**src/sv/fpw_pkg.sv**
```systemverilog
// Shared types for the framebuffer pixel writer.
package fpw_pkg;

  typedef enum logic [2:0] {
    REG_BASE_ADDRESS = 3'd0,
    REG_FRAME_WIDTH  = 3'd1,
    REG_FRAME_HEIGHT = 3'd2,
    REG_LINE_PITCH   = 3'd3,
    REG_PIXEL_BYTES  = 3'd4,
    REG_RED_LAYOUT   = 3'd5,
    REG_GREEN_LAYOUT = 3'd6,
    REG_BLUE_LAYOUT  = 3'd7
  } reg_index_t;

  localparam int unsigned FIELD_ADDR_W = 48;

  typedef struct packed {
    logic [47:0] base_address;
    logic [13:0] frame_width;
    logic [13:0] frame_height;
    logic [15:0] line_pitch;
    logic [2:0]  pixel_bytes;
    logic [8:0]  red_layout;
    logic [8:0]  green_layout;
    logic [8:0]  blue_layout;
  } cfg_t;

  // First stage result: products and offsets.
  typedef struct packed {
    logic [28:0] row_offset;
    logic [14:0] col_offset;
    logic        four_bytes;
    logic [15:0] red_prod;
    logic [15:0] green_prod;
    logic [15:0] blue_prod;
    logic [4:0]  red_shift;
    logic [4:0]  green_shift;
    logic [4:0]  blue_shift;
  } front_t;

  // Second stage result: a packed pixel ready for byte output.
  typedef struct packed {
    logic [47:0] addr;
    logic [31:0] word;
    logic        four_bytes;
  } pix_t;

endpackage

```
**src/sv/fpw_front.sv**
```systemverilog
// Stage one: frame check, row and column offsets, channel scale products.
module fpw_front import fpw_pkg::*; #(
  parameter int unsigned MAX_DIMENSION = 8192
) (
  input  logic        clk,
  input  logic        rst_n,
  input  cfg_t        cfg,
  input  logic        in_valid,
  output logic        in_ready,
  input  logic [12:0] in_pixel_x,
  input  logic [12:0] in_pixel_y,
  input  logic [7:0]  in_red_level,
  input  logic [7:0]  in_green_level,
  input  logic [7:0]  in_blue_level,
  output logic        s1_valid,
  input  logic        s1_ready,
  output front_t      s1_data
);

  localparam logic [16:0] MAX_DIM = 17'(MAX_DIMENSION);

  logic        valid_r, valid_nxt;
  front_t      data_r, data_nxt;
  logic [16:0] w_lim, h_lim;
  logic        in_frame;
  logic [3:0]  r_size, g_size, b_size;

  function automatic logic [7:0] top_of(input logic [3:0] size);
    logic [8:0] t;
    t = (9'd1 << size) - 9'd1;
    if (size == 4'd0 || size > 4'd8) begin
      return 8'd0;
    end
    return t[7:0];
  endfunction

  assign in_ready = !valid_r || s1_ready;
  assign s1_valid = valid_r;
  assign s1_data  = data_r;

  always_comb begin
    w_lim = ({3'b0, cfg.frame_width} > MAX_DIM) ? MAX_DIM : {3'b0, cfg.frame_width};
    h_lim = ({3'b0, cfg.frame_height} > MAX_DIM) ? MAX_DIM : {3'b0, cfg.frame_height};
    in_frame = ({4'b0, in_pixel_x} < w_lim) && ({4'b0, in_pixel_y} < h_lim);
    r_size = cfg.red_layout[8:5];
    g_size = cfg.green_layout[8:5];
    b_size = cfg.blue_layout[8:5];

    data_nxt = data_r;
    valid_nxt = valid_r;
    if (in_ready) begin
      valid_nxt = in_valid && in_frame;
      data_nxt.four_bytes  = (cfg.pixel_bytes >= 3'd4);
      data_nxt.row_offset  = 29'({16'b0, in_pixel_y} * {13'b0, cfg.line_pitch});
      data_nxt.col_offset  = data_nxt.four_bytes ? {in_pixel_x, 2'b00}
                                                 : ({1'b0, in_pixel_x, 1'b0} +
                                                    {2'b0, in_pixel_x});
      data_nxt.red_prod    = 16'({8'b0, in_red_level} * {8'b0, top_of(r_size)});
      data_nxt.green_prod  = 16'({8'b0, in_green_level} * {8'b0, top_of(g_size)});
      data_nxt.blue_prod   = 16'({8'b0, in_blue_level} * {8'b0, top_of(b_size)});
      data_nxt.red_shift   = cfg.red_layout[4:0];
      data_nxt.green_shift = cfg.green_layout[4:0];
      data_nxt.blue_shift  = cfg.blue_layout[4:0];
    end
  end

  always_ff @(posedge clk) begin
    if (!rst_n) begin
      valid_r <= 1'b0;
    end else begin
      valid_r <= valid_nxt;
    end
    data_r <= data_nxt;
  end

endmodule

```
**src/sv/fpw_pack.sv**
```systemverilog
// Stage two: byte address sum and rounded channel packing.
module fpw_pack import fpw_pkg::*; #(
  parameter int unsigned ADDRESS_BITS = 48
) (
  input  logic   clk,
  input  logic   rst_n,
  input  cfg_t   cfg,
  input  logic   s1_valid,
  output logic   s1_ready,
  input  front_t s1_data,
  output logic   s2_valid,
  input  logic   s2_ready,
  output pix_t   s2_data
);

  localparam int unsigned AW_EFF = (ADDRESS_BITS < FIELD_ADDR_W) ? ADDRESS_BITS
                                                                 : FIELD_ADDR_W;
  localparam logic [47:0] ADDR_MASK = {48{1'b1}} >> (FIELD_ADDR_W - AW_EFF);

  logic        valid_r, valid_nxt;
  pix_t        data_r, data_nxt;
  logic [48:0] sum;

  // Rounded divide by 255: for v below 65535, v/255 = (v + (v >> 8) + 1) >> 8.
  function automatic logic [31:0] place(input logic [15:0] prod,
                                        input logic [4:0] shift);
    logic [16:0] v;
    logic [16:0] q;
    v = {1'b0, prod} + 17'd127;
    q = (v + (v >> 8) + 17'd1) >> 8;
    return {24'b0, q[7:0]} << shift;
  endfunction

  assign s1_ready = !valid_r || s2_ready;
  assign s2_valid = valid_r;
  assign s2_data  = data_r;

  always_comb begin
    sum = {1'b0, cfg.base_address} + {20'b0, s1_data.row_offset} +
          {34'b0, s1_data.col_offset};
    data_nxt = data_r;
    valid_nxt = valid_r;
    if (s1_ready) begin
      valid_nxt = s1_valid;
      data_nxt.addr = sum[47:0] & ADDR_MASK;
      data_nxt.word = place(s1_data.red_prod, s1_data.red_shift) |
                      place(s1_data.green_prod, s1_data.green_shift) |
                      place(s1_data.blue_prod, s1_data.blue_shift);
      data_nxt.four_bytes = s1_data.four_bytes;
    end
  end

  always_ff @(posedge clk) begin
    if (!rst_n) begin
      valid_r <= 1'b0;
    end else begin
      valid_r <= valid_nxt;
    end
    data_r <= data_nxt;
  end

endmodule

```
**src/sv/fpw_ser.sv**
```systemverilog
// Stage three: splits a packed pixel into byte writes, low byte first.
module fpw_ser import fpw_pkg::*; #(
  parameter int unsigned ADDRESS_BITS = 48
) (
  input  logic        clk,
  input  logic        rst_n,
  input  logic        s2_valid,
  output logic        s2_ready,
  input  pix_t        s2_data,
  output logic        out_valid,
  input  logic        out_ready,
  output logic [47:0] out_byte_address,
  output logic [7:0]  out_byte_value,
  output logic        out_last_byte
);

  localparam int unsigned AW_EFF = (ADDRESS_BITS < FIELD_ADDR_W) ? ADDRESS_BITS
                                                                 : FIELD_ADDR_W;
  localparam logic [47:0] ADDR_MASK = {48{1'b1}} >> (FIELD_ADDR_W - AW_EFF);

  logic        valid_r, valid_nxt;
  logic [47:0] addr_r, addr_nxt;
  logic [31:0] word_r, word_nxt;
  logic [1:0]  cnt_r, cnt_nxt;
  logic        four_r, four_nxt;
  logic        last;

  assign last     = (cnt_r == (four_r ? 2'd3 : 2'd2));
  assign s2_ready = !valid_r || (out_ready && last);

  assign out_valid        = valid_r;
  assign out_byte_address = addr_r;
  assign out_byte_value   = word_r[7:0];
  assign out_last_byte    = last;

  always_comb begin
    valid_nxt = valid_r;
    addr_nxt  = addr_r;
    word_nxt  = word_r;
    cnt_nxt   = cnt_r;
    four_nxt  = four_r;
    if (s2_ready) begin
      valid_nxt = s2_valid;
      addr_nxt  = s2_data.addr;
      word_nxt  = s2_data.word;
      four_nxt  = s2_data.four_bytes;
      cnt_nxt   = 2'd0;
    end else if (out_ready) begin
      addr_nxt = (addr_r + 48'd1) & ADDR_MASK;
      word_nxt = {8'b0, word_r[31:8]};
      cnt_nxt  = cnt_r + 2'd1;
    end
  end

  always_ff @(posedge clk) begin
    if (!rst_n) begin
      valid_r <= 1'b0;
      cnt_r   <= 2'd0;
    end else begin
      valid_r <= valid_nxt;
      cnt_r   <= cnt_nxt;
    end
    addr_r <= addr_nxt;
    word_r <= word_nxt;
    four_r <= four_nxt;
  end

endmodule

```
**src/sv/framebuffer_pixel_writer_unit.sv**
```systemverilog
// Top level of the framebuffer pixel writer: registers, pipeline and checks.
//
// The input channel (in_valid/in_ready) takes one pixel request: a column,
// a row and 8-bit red, green and blue levels. A request whose coordinate
// falls outside the configured frame is consumed and produces nothing.
// Every other request produces 3 or 4 byte writes on the output channel
// (out_valid/out_ready), low byte first, at consecutive addresses starting
// at base + row * pitch + column * bytes; the final byte has out_last_byte.
// The configuration port writes one register per cycle with
// cfg_write_enable; it must only be used while the pipeline is empty.
// Pipeline: the front stage registers the frame check and multiplies, the
// pack stage then registers the address sum and packing, and the byte
// output register in the serializer stage follows them.
// Throughput: one request per cycle can enter the pipeline while in_ready
// is high, but the single byte output port sets the sustained rate, as
// each pixel takes 3 or 4 byte writes on it, depending on pixel_bytes.
// When the receiver stalls, the byte register holds and the two earlier
// stages fill up before in_ready drops; nothing is lost or repeated.
// Synchronous active-low reset empties the pipeline and loads the default
// configuration (640 by 480 frame, 2560-byte pitch, 4 bytes per pixel).
module framebuffer_pixel_writer_unit import fpw_pkg::*; #(
  parameter int unsigned MAX_DIMENSION = 8192,
  parameter int unsigned ADDRESS_BITS  = 48
) (
  input  logic        clk,
  input  logic        rst_n,
  input  logic        cfg_write_enable,
  input  logic [2:0]  cfg_index,
  input  logic [47:0] cfg_data,
  input  logic        in_valid,
  output logic        in_ready,
  input  logic [12:0] in_pixel_x,
  input  logic [12:0] in_pixel_y,
  input  logic [7:0]  in_red_level,
  input  logic [7:0]  in_green_level,
  input  logic [7:0]  in_blue_level,
  output logic        out_valid,
  input  logic        out_ready,
  output logic [47:0] out_byte_address,
  output logic [7:0]  out_byte_value,
  output logic        out_last_byte
);

  localparam int unsigned AW_EFF = (ADDRESS_BITS < FIELD_ADDR_W) ? ADDRESS_BITS
                                                                 : FIELD_ADDR_W;
  localparam logic [47:0] ADDR_MASK = {48{1'b1}} >> (FIELD_ADDR_W - AW_EFF);

  cfg_t   cfg_r, cfg_nxt;
  logic   s1_valid, s1_ready;
  front_t s1_data;
  logic   s2_valid, s2_ready;
  pix_t   s2_data;

  // Register writes. The index covers exactly the eight registers.
  always_comb begin
    cfg_nxt = cfg_r;
    if (cfg_write_enable) begin
      unique case (reg_index_t'(cfg_index))
        REG_BASE_ADDRESS: cfg_nxt.base_address = cfg_data;
        REG_FRAME_WIDTH:  cfg_nxt.frame_width  = cfg_data[13:0];
        REG_FRAME_HEIGHT: cfg_nxt.frame_height = cfg_data[13:0];
        REG_LINE_PITCH:   cfg_nxt.line_pitch   = cfg_data[15:0];
        REG_PIXEL_BYTES:  cfg_nxt.pixel_bytes  = cfg_data[2:0];
        REG_RED_LAYOUT:   cfg_nxt.red_layout   = cfg_data[8:0];
        REG_GREEN_LAYOUT: cfg_nxt.green_layout = cfg_data[8:0];
        REG_BLUE_LAYOUT:  cfg_nxt.blue_layout  = cfg_data[8:0];
        default:          cfg_nxt = cfg_r;
      endcase
    end
  end

  always_ff @(posedge clk) begin
    if (!rst_n) begin
      cfg_r.base_address <= 48'd0;
      cfg_r.frame_width  <= 14'd640;
      cfg_r.frame_height <= 14'd480;
      cfg_r.line_pitch   <= 16'd2560;
      cfg_r.pixel_bytes  <= 3'd4;
      cfg_r.red_layout   <= 9'd272;
      cfg_r.green_layout <= 9'd264;
      cfg_r.blue_layout  <= 9'd256;
    end else begin
      cfg_r <= cfg_nxt;
    end
  end

  // Frame check and the row, column and channel products.
  fpw_front #(
    .MAX_DIMENSION(MAX_DIMENSION)
  ) u_front (
    .clk           (clk),
    .rst_n         (rst_n),
    .cfg           (cfg_r),
    .in_valid      (in_valid),
    .in_ready      (in_ready),
    .in_pixel_x    (in_pixel_x),
    .in_pixel_y    (in_pixel_y),
    .in_red_level  (in_red_level),
    .in_green_level(in_green_level),
    .in_blue_level (in_blue_level),
    .s1_valid      (s1_valid),
    .s1_ready      (s1_ready),
    .s1_data       (s1_data)
  );

  // Address sum and rounded channel packing into the 32-bit word.
  fpw_pack #(
    .ADDRESS_BITS(ADDRESS_BITS)
  ) u_pack (
    .clk     (clk),
    .rst_n   (rst_n),
    .cfg     (cfg_r),
    .s1_valid(s1_valid),
    .s1_ready(s1_ready),
    .s1_data (s1_data),
    .s2_valid(s2_valid),
    .s2_ready(s2_ready),
    .s2_data (s2_data)
  );

  // Byte output register, one byte write per cycle while out_ready is high.
  fpw_ser #(
    .ADDRESS_BITS(ADDRESS_BITS)
  ) u_ser (
    .clk             (clk),
    .rst_n           (rst_n),
    .s2_valid        (s2_valid),
    .s2_ready        (s2_ready),
    .s2_data         (s2_data),
    .out_valid       (out_valid),
    .out_ready       (out_ready),
    .out_byte_address(out_byte_address),
    .out_byte_value  (out_byte_value),
    .out_last_byte   (out_last_byte)
  );

`ifndef ASSERT_OFF
  // Back-pressure on the input only ever comes from a waiting output byte.
  a_stall_from_output: assert property (@(posedge clk) disable iff (!rst_n)
    !in_ready |-> out_valid)
    else $error("input stalled while no byte is pending");

  // The bytes of one pixel follow each other without a gap.
  a_bytes_contiguous: assert property (@(posedge clk) disable iff (!rst_n)
    out_valid && out_ready && !out_last_byte |=> out_valid)
    else $error("pixel byte sequence broken");

  // Consecutive bytes of one pixel go to consecutive addresses.
  a_addr_step: assert property (@(posedge clk) disable iff (!rst_n)
    out_valid && out_ready && !out_last_byte |=>
      out_byte_address == (($past(out_byte_address) + 48'd1) & ADDR_MASK))
    else $error("byte address did not advance by one");
`endif

endmodule
```
**config.mk**
```make
export PLATFORM = sky130hd
export DESIGN_NAME = framebuffer_pixel_writer_unit
export DESIGN_NICKNAME = d
export VERILOG_FILES = /design/src/sv/fpw_pkg.sv /design/src/sv/fpw_front.sv /design/src/sv/fpw_pack.sv /design/src/sv/fpw_ser.sv /design/src/sv/framebuffer_pixel_writer_unit.sv
export SDC_FILE = /design/constraint.sdc
export NUM_CORES = 2
export LEC_CHECK = 0
export ABC_AREA = 0
export BUFFER_PORTS_ARGS = -buffer_cell sky130_fd_sc_hd__buf_2
export CAP_MARGIN = 20
export CORE_ASPECT_RATIO = 1.4
export CORE_MARGIN = 1.5
export CORE_UTILIZATION = 64
export CTS_CLUSTER_SIZE = 25
export DETAILED_ROUTE_END_ITERATION = 8
export PLACE_DENSITY = 0.83
export SYNTH_ARGS = -nofsm -noshare
export SYNTH_HDL_FRONTEND = slang
export SYNTH_SLANG_ARGS = --single-unit
```
**constraint.sdc**
```tcl
create_clock -name clk -period 7.2 [get_ports clk]
set_clock_uncertainty 0.2 [all_clocks]
set_input_delay 0.36 -clock clk [delete_from_list [all_inputs] [get_ports clk]]
set_output_delay 0.36 -clock clk [all_outputs]
set_load 0.005 [all_outputs]
```
# Yosys cells after proc, flatten, opt, wreduce, memory -nomap -nowiden
# Index checks and enable logic that the tools add are counted.
totals:
  ramBits: 0
  latchBits: 0
  reg_bits: 397
  input_bits: 106
  mem_bits_ro: 0
  out_inout_bits: 59
  elab_cells: 123
  mem_count: 0
classes:
  add_sub_neg: 17
  bitwise_logic: 3
  n_eq_ne: 8
  div: 0
  mul: 4
  n_mux: 23
  n_shift: 6
  order_cmp: 8
  reduce_logical: 26
op_table:
  columns: ["cell", "n"]
  rows:
  - ["$mux W48", 2]
  - ["$shl A8 B5 Y32", 3]
  - ["$mux W8", 9]
  - ["$mux W32", 2]
  - ["$or A32 B32 Y32", 2]
  - ["$add A16 B7 Y17 const B", 3]
  - ["$add A16 B1 Y16 const B", 3]
  - ["$add A16 B9 Y16", 3]
  - ["$add A48 B1 Y48 const B", 1]
  - ["$add A48 B15 Y48", 1]
  - ["$add A48 B29 Y48", 1]
  - ["$mul A8 B8 Y16", 3]
  - ["$lt A13 B17 Y1", 2]
  - ["$mul A13 B16 Y29", 1]
  - ["$gt A14 B14 Y1 const B", 2]
  - ["$mux W14", 2]
  - ["$shl A1 B4 Y8 const A", 3]
  - ["$sub A8 B1 Y8 const B", 3]
  - ["$reduce_and A2 Y1", 8]
  - ["$add A14 B13 Y15", 1]
  - ["$mux W15", 1]
  - ["$eq A3 B3 Y1 const B", 4]
  - ["$gt A4 B4 Y1 const B", 3]
  - ["$logic_not A4 Y1", 3]
  - ["other kinds (13)", 29]

# Logic depth before layout (Yosys ltp)
depth:
  depth_word: 10
  depth_mapped: 25
  ltp_nobuf: 24

# Modules after synthesis
# A second synthesis with hierarchy kept.
unflattened:
  cells_unflattened: 4022
  area_unflattened_um2: 37517.2
by_module_without_submodules:
  columns: ["module", "n_inst", "area_each_um2", "seq_area_each_um2", "cells_per_inst"]
  rows:
  - ["fpw_front", 1, 17883.4, 3263.1, 1868]
  - ["fpw_pack", 1, 10309.9, 2452.4, 1215]
  - ["framebuffer_pixel_writer_unit", 1, 4700.8, 2442.3, 469]
  - ["fpw_ser", 1, 4623.2, 2492.4, 470]

# Worst setup path before layout
# OpenSTA, ideal clock, no wires.
synth_path:
  kind: "reg-to-reg"
  from: "register cfg_r[15] in the netlist's numbering"
  to: "register u_front.data_r, in the netlist u_front.s1_data[44], data pin"
  stages_incl_launch_ff: 23
  arrival_time_ps: 5762
  period_less_slack_ps: 6219
  path_slack_ps: 981
  n_path_buf: 1
  t_required_ps: 6743
  setup_time_ps: 257
  cell_sequence: "dfxtp_1 -> clkbuf_1 -> nor3_1 -> nand2b_1 -> ha_1 -> nor4bb_1 -> a31oi_1 -> o21ai_0 -> nand2_1 -> fa_1 -> fa_1 -> fa_1 -> fa_1 -> inv_1 -> ha_1 -> a21boi_0 -> o21ai_0 -> nand2b_1 -> a21o_1 -> a21oi_1 -> o21ai_0 -> or2_2 -> xor2_1"
synth_via:
  elab_chain_cells: 7
  word_cells_on_any_way: 10
  classes_between: "add/sub: 1; mul: 1; order compare: 1; shift: 1; mux: 4; reduce/logical: 2"
synth_lines:
  columns: ["element", "line", "text"]
  rows:
  - ["start: declaration", "framebuffer_pixel_writer_unit.sv:48", "cfg_t cfg_r, cfg_nxt;"]
  - ["start signal: assignment", "framebuffer_pixel_writer_unit.sv:83", "cfg_r <= cfg_nxt;"]
  - ["$gt A4 B4 Y1 / $logic_not A4 Y1 (equally long branches)", "fpw_front.sv:31", "if (size == 4'd0 || size > 4'd8) begin"]
  - ["$logic_or A1 B1 Y1", "fpw_front.sv:31", null]
  - ["$mux W1", "fpw_front.sv:31", null]
  - ["$mux W1", "fpw_front.sv:51", "if (in_ready) begin"]
  - ["$mux W8 *", "fpw_front.sv:34", "return t[7:0];"]
  - ["$mux W8 *", "fpw_front.sv:51", null]
  - ["$mul A8 B8 Y16 *", "fpw_front.sv:59", "data_nxt.green_prod = 16'({8'b0, in_green_level} * {8'b0, top_of(g_size)});"]
  - ["end signal: assignment", "fpw_front.sv:73", "data_r <= data_nxt;"]
  - ["end: declaration", "fpw_front.sv:23", "front_t data_r, data_nxt;"]
# Mark *: on every way between the ends. The rest lies on a longest branch, timed or not. The select of a mux whose other input is x is not followed.
# A chain may end at the register's enable or synchronous reset.

# Final worst setup path
layout_path:
  from: "register cfg_r[14] in the netlist's numbering"
  to: "register u_front.data_r, in the netlist u_front.s1_data[46], data pin"
# Same word-level chain as after synthesis.

==> flow_summary.yaml <==
synth:
  netlist_area_um2: 35400
  synthesis.nets: 4538
  synth-async-reset-ratio_pct: 0
  post_synth_num_cell_types: 101
  synth_edf_count: 270
  yosysSeqAreaShare_pct: 29.9
  synthCells: 3859
  synth.avg_cell_area_um2: 9.18
  ys_ff_latch: 395
  ys_warn_count: 0
  synth_ff_type: "edfxtp_1"
route:
  viasPerCell: 6.04
  antenna_left: 0
  first_iter_violations: 2169
  wirelength_mm: 89.2
  drc: 0
  wl_per_cell_um: 18.8
  num_vias: 28699
  drt-pass1-iter-count: 8
pwr:
  p_comb_share_pct: 54.6
  seq_power_share_pct: 29.0
  irDropWorstVdd_v: 0.000234
  total_power_uw: 12400
  p_switching_uw: 5120
  intPower_uw: 7320
  p_leak_uw: 0.0175
  p_sw_share_pct: 41.1
  pwr-share-clk_pct: 16.4
  pwr_density_cell_nw_per_um2: 322
placed_design:
  place_congestion: 0.967
  io_buffers: 164
  detailed_place_hpwl_mm: 67.7
timing:
  finalCritPeriodShare_pct: 92.4
  slew_headroom_pct: 26.4
  setup_tns_ns: 0
  timing.final.crit_period_ns: 6.66
  maxSlewViolCount: 0
  tightest_slew_ns: 1.10
  finalHoldViolations: 0
  setup_viol: 0
  rsz0062_at_grt: "no"
  timing.fmax_mhz: 150
clocking:
  tritoncts: "done"
  cts-root-buf: "clkbuf_16"
  cts.sinks: 395
  cts_resized: 0
  insertion_delay_ns: 0.54
  ctsHtreeMaxLevel: 2
  path_clk_slew_ns: 0.06
  cts_buffer_depth: 3
  hold_buffers: 56
  cts_buffers: 39
  post-cts-setup-buffers: 0
critical_path:
  critPathMaxFanout: 9
  reg2reg_to: "u_front.s1_data[46]"
  r2r_slack_ns: 0.54
  cp.arrival_ns: 6.73
  start_kind: "flop"
  cpMaxStageDelayCell: "nor3_1"
  cp-end-kind: "flop"
  cp.required_ns: 7.27
  cpMostUsedCell: "inv_1"
  cp-endpoint: "u_front.s1_data[46]"
  crit_type: "reg -> reg"
  cp_slowest_stage_delay_ns: 0.69
  startpoint: "cfg_r[14]"
  cp_cell_sequence: "nor3_1 -> nand2b_1 -> ha_1 -> xor2_1 -> and3_1 -> fa_1 -> inv_1 -> fa_1 -> inv_1 -> ha_1 -> inv_1 -> fa_1 -> inv_1 -> ha_1 -> nor2b_1 -> o21ai_0 -> a21boi_0 -> o21ai_0 -> nand2b_1 -> a21o_1 -> a21oi_1 -> o21ai_0 -> o41ai_1 -> xnor2_1"
  timing.rr.start: "cfg_r[14]"
  r2r_cells: 24
min_path:
  holdCritPathClass: "in -> reg"
grt:
  grt.overflow.total: 0
  grt_pass1_vias: 28568
  grt_max_degree: 98
  grt_antenna_before_repair: 10
  grtUsageTotal_pct: 31.5
  grt_pass1_wl_mm: 144
floorplanning:
  chipWidth_um: 202
  die_h_um: 281
  io_pins: 165
  die-area_um2: 56800
  core_um2: 54500
  rows: 101
  initial_core_util_pct: 65.1
layout:
  syn_to_final_growth_pct: 8.97
  nNetsFinal: 4680
  final_common_cell: "nand2_1"
  final_cell_mix: "606 x nand2_1, 403 x inv_1, 294 x ha_1"
  fillers: 4060
  layout-drive-gt1-share_pct: 8.14
flow_run:
  maxCapViolations: 0
run_status:
  status: "finished clean"
## routing by layer
metal	global-route usage [%]	wire length, um	part of all wire, %	vias up
met5	0	68	0.076	-
met4	15.0	4420	5.0	10
met3	3.85	5600	6.3	297
met2	55.9	44900	50	1135
met1	38.0	34200	38	13866
li1	-	-	-	13391
## power groups by stage
stage	Sequential (uW)	Combinational [uW]	Clock, uW
3_3_place_gp	3620	6420	0
6_report	3600	6790	2040
3_5_place_dp	3640	6630	0
2_1_floorplan	3530	5150	0
5_1_grt	3650	7610	2140
4_1_cts	3600	6740	2060
## worst max-delay path, delay by kind of cell (launching register included)
kind,cells,cell delay (ns)
AOI/OAI and AO/OA,7,1.54
xor gates and xnor gates,2,0.62
adders and majority gates,6,2.12
buffers and inverters,4,0.18
DFF,1,0.36
and+or+nand+nor,5,1.34
## kinds of logic (layout without fill, tap and decap cells)
kind of cell / after synthesis / in the layout / share of synthesized area [%]
AND/OR/NAND/NOR: 1419 / 1419 / 18.8
AO/OA/AOI/OAI: 664 / 664 / 12.2
adder cells (fa/ha/maj): 573 / 573 / 26.1
buffers and inverters: 544 / 715 / 5.89
flip-flops: 395 / 395 / 29.9
XOR/XNOR: 211 / 211 / 5.26
multiplexers: 53 / 53 / 1.68
other: 0 / 4 / 0
## how the worst min path moves through the flow
stage	startpoint	to	depth (start not counted)
after global routing	in_pixel_x[8]	u_front.s1_data[74]	3
after global placement	u_front.s1_data[63]	u_pack.s2_data[0]	0
after CTS	in_pixel_x[8]	u_front.s1_data[74]	3
after floorplan	u_front.s1_data[63]	u_pack.s2_data[0]	0
after detailed placement	u_pack.s2_data[0]	u_ser.four_r	0
final	in_pixel_x[8]	u_front.s1_data[74]	3
## layout make-up
cell class / instances / area (um^2) / share of cell area [%]
multi-input combinational: 2920 / 22800 / 59.0
sequential: 395 / 10600 / 27.5
inverter: 408 / 1530 / 3.97
timing repair buffer: 237 / 1520 / 3.94
clock buffer: 62 / 1190 / 3.09
tap: 721 / 902 / 2.34
clock inverter: 8 / 71.3 / 0.185
antenna: 4 / 10.0 / 0.0259
## metrics by stage
step | utilization [%] | instance area, um^2 | hold WS (ns) | std cells | setup WS [ns]
floorplan | - | 35400 | 0.200 | 3859 | 0.981
global placement | 67.5 | 36800 | 0.203 | 4624 | 0.753
detailed placement | 67.5 | 36800 | 0.205 | 4624 | 0.630
CTS | 70.9 | 38600 | 0.00284 | 4750 | 0.566
global route | 70.9 | 38600 | 0.0251 | 4753 | 0.198
finish | 70.9 | 38600 | 0.0328 | 4755 | 0.544
## cells in the mapped netlist (all sizes together) (11+ instances only)
| library cell | count | area, um^2 |
|---|---|---|
| nor2 | 250 | 938 |
| nor3 | 72 | 380 |
| fa | 279 | 5590 |
| inv | 405 | 1520 |
| edfxtp | 270 | 8110 |
| mux2 | 36 | 409 |
| a21boi | 13 | 101 |
| xnor2 | 131 | 1150 |
| and2 | 157 | 982 |
| or2 | 15 | 93.8 |
| a21o | 51 | 383 |
| a211oi | 22 | 165 |
| o22ai | 13 | 87.6 |
| xor2 | 80 | 708 |
| a211o | 22 | 193 |
| a31oi | 13 | 81.3 |
| nand4 | 19 | 119 |
| or3 | 16 | 100 |
| nor4 | 17 | 149 |
| o21ai | 95 | 475 |
| buf | 18 | 110 |
| nand2b | 59 | 369 |
| a22oi | 12 | 90.1 |
| o21bai | 15 | 113 |
| and3 | 49 | 307 |
| o21a | 16 | 120 |
| nand2 | 607 | 2280 |
| nand3 | 92 | 460 |
| dfxtp | 125 | 2500 |
| o211ai | 24 | 180 |
| clkbuf | 118 | 447 |
| and4 | 11 | 98.8 |
| nor2b | 32 | 200 |
| a21oi | 251 | 1260 |
| ha | 294 | 3680 |
| mux2i | 16 | 164 |
## flip-flops by register name, summed over array words and instances (netlist names)
register                cells
u_ser.four_r                1
u_ser.out_valid             1
u_pack.s2_data             81
u_pack.s2_valid             1
u_ser.cnt_r                 2
u_ser.out_byte_address     48
u_ser.word_r               32
u_front.s1_data           108
u_front.s1_valid            1
cfg_r                     120
Power figures use the tool's default switching activity.
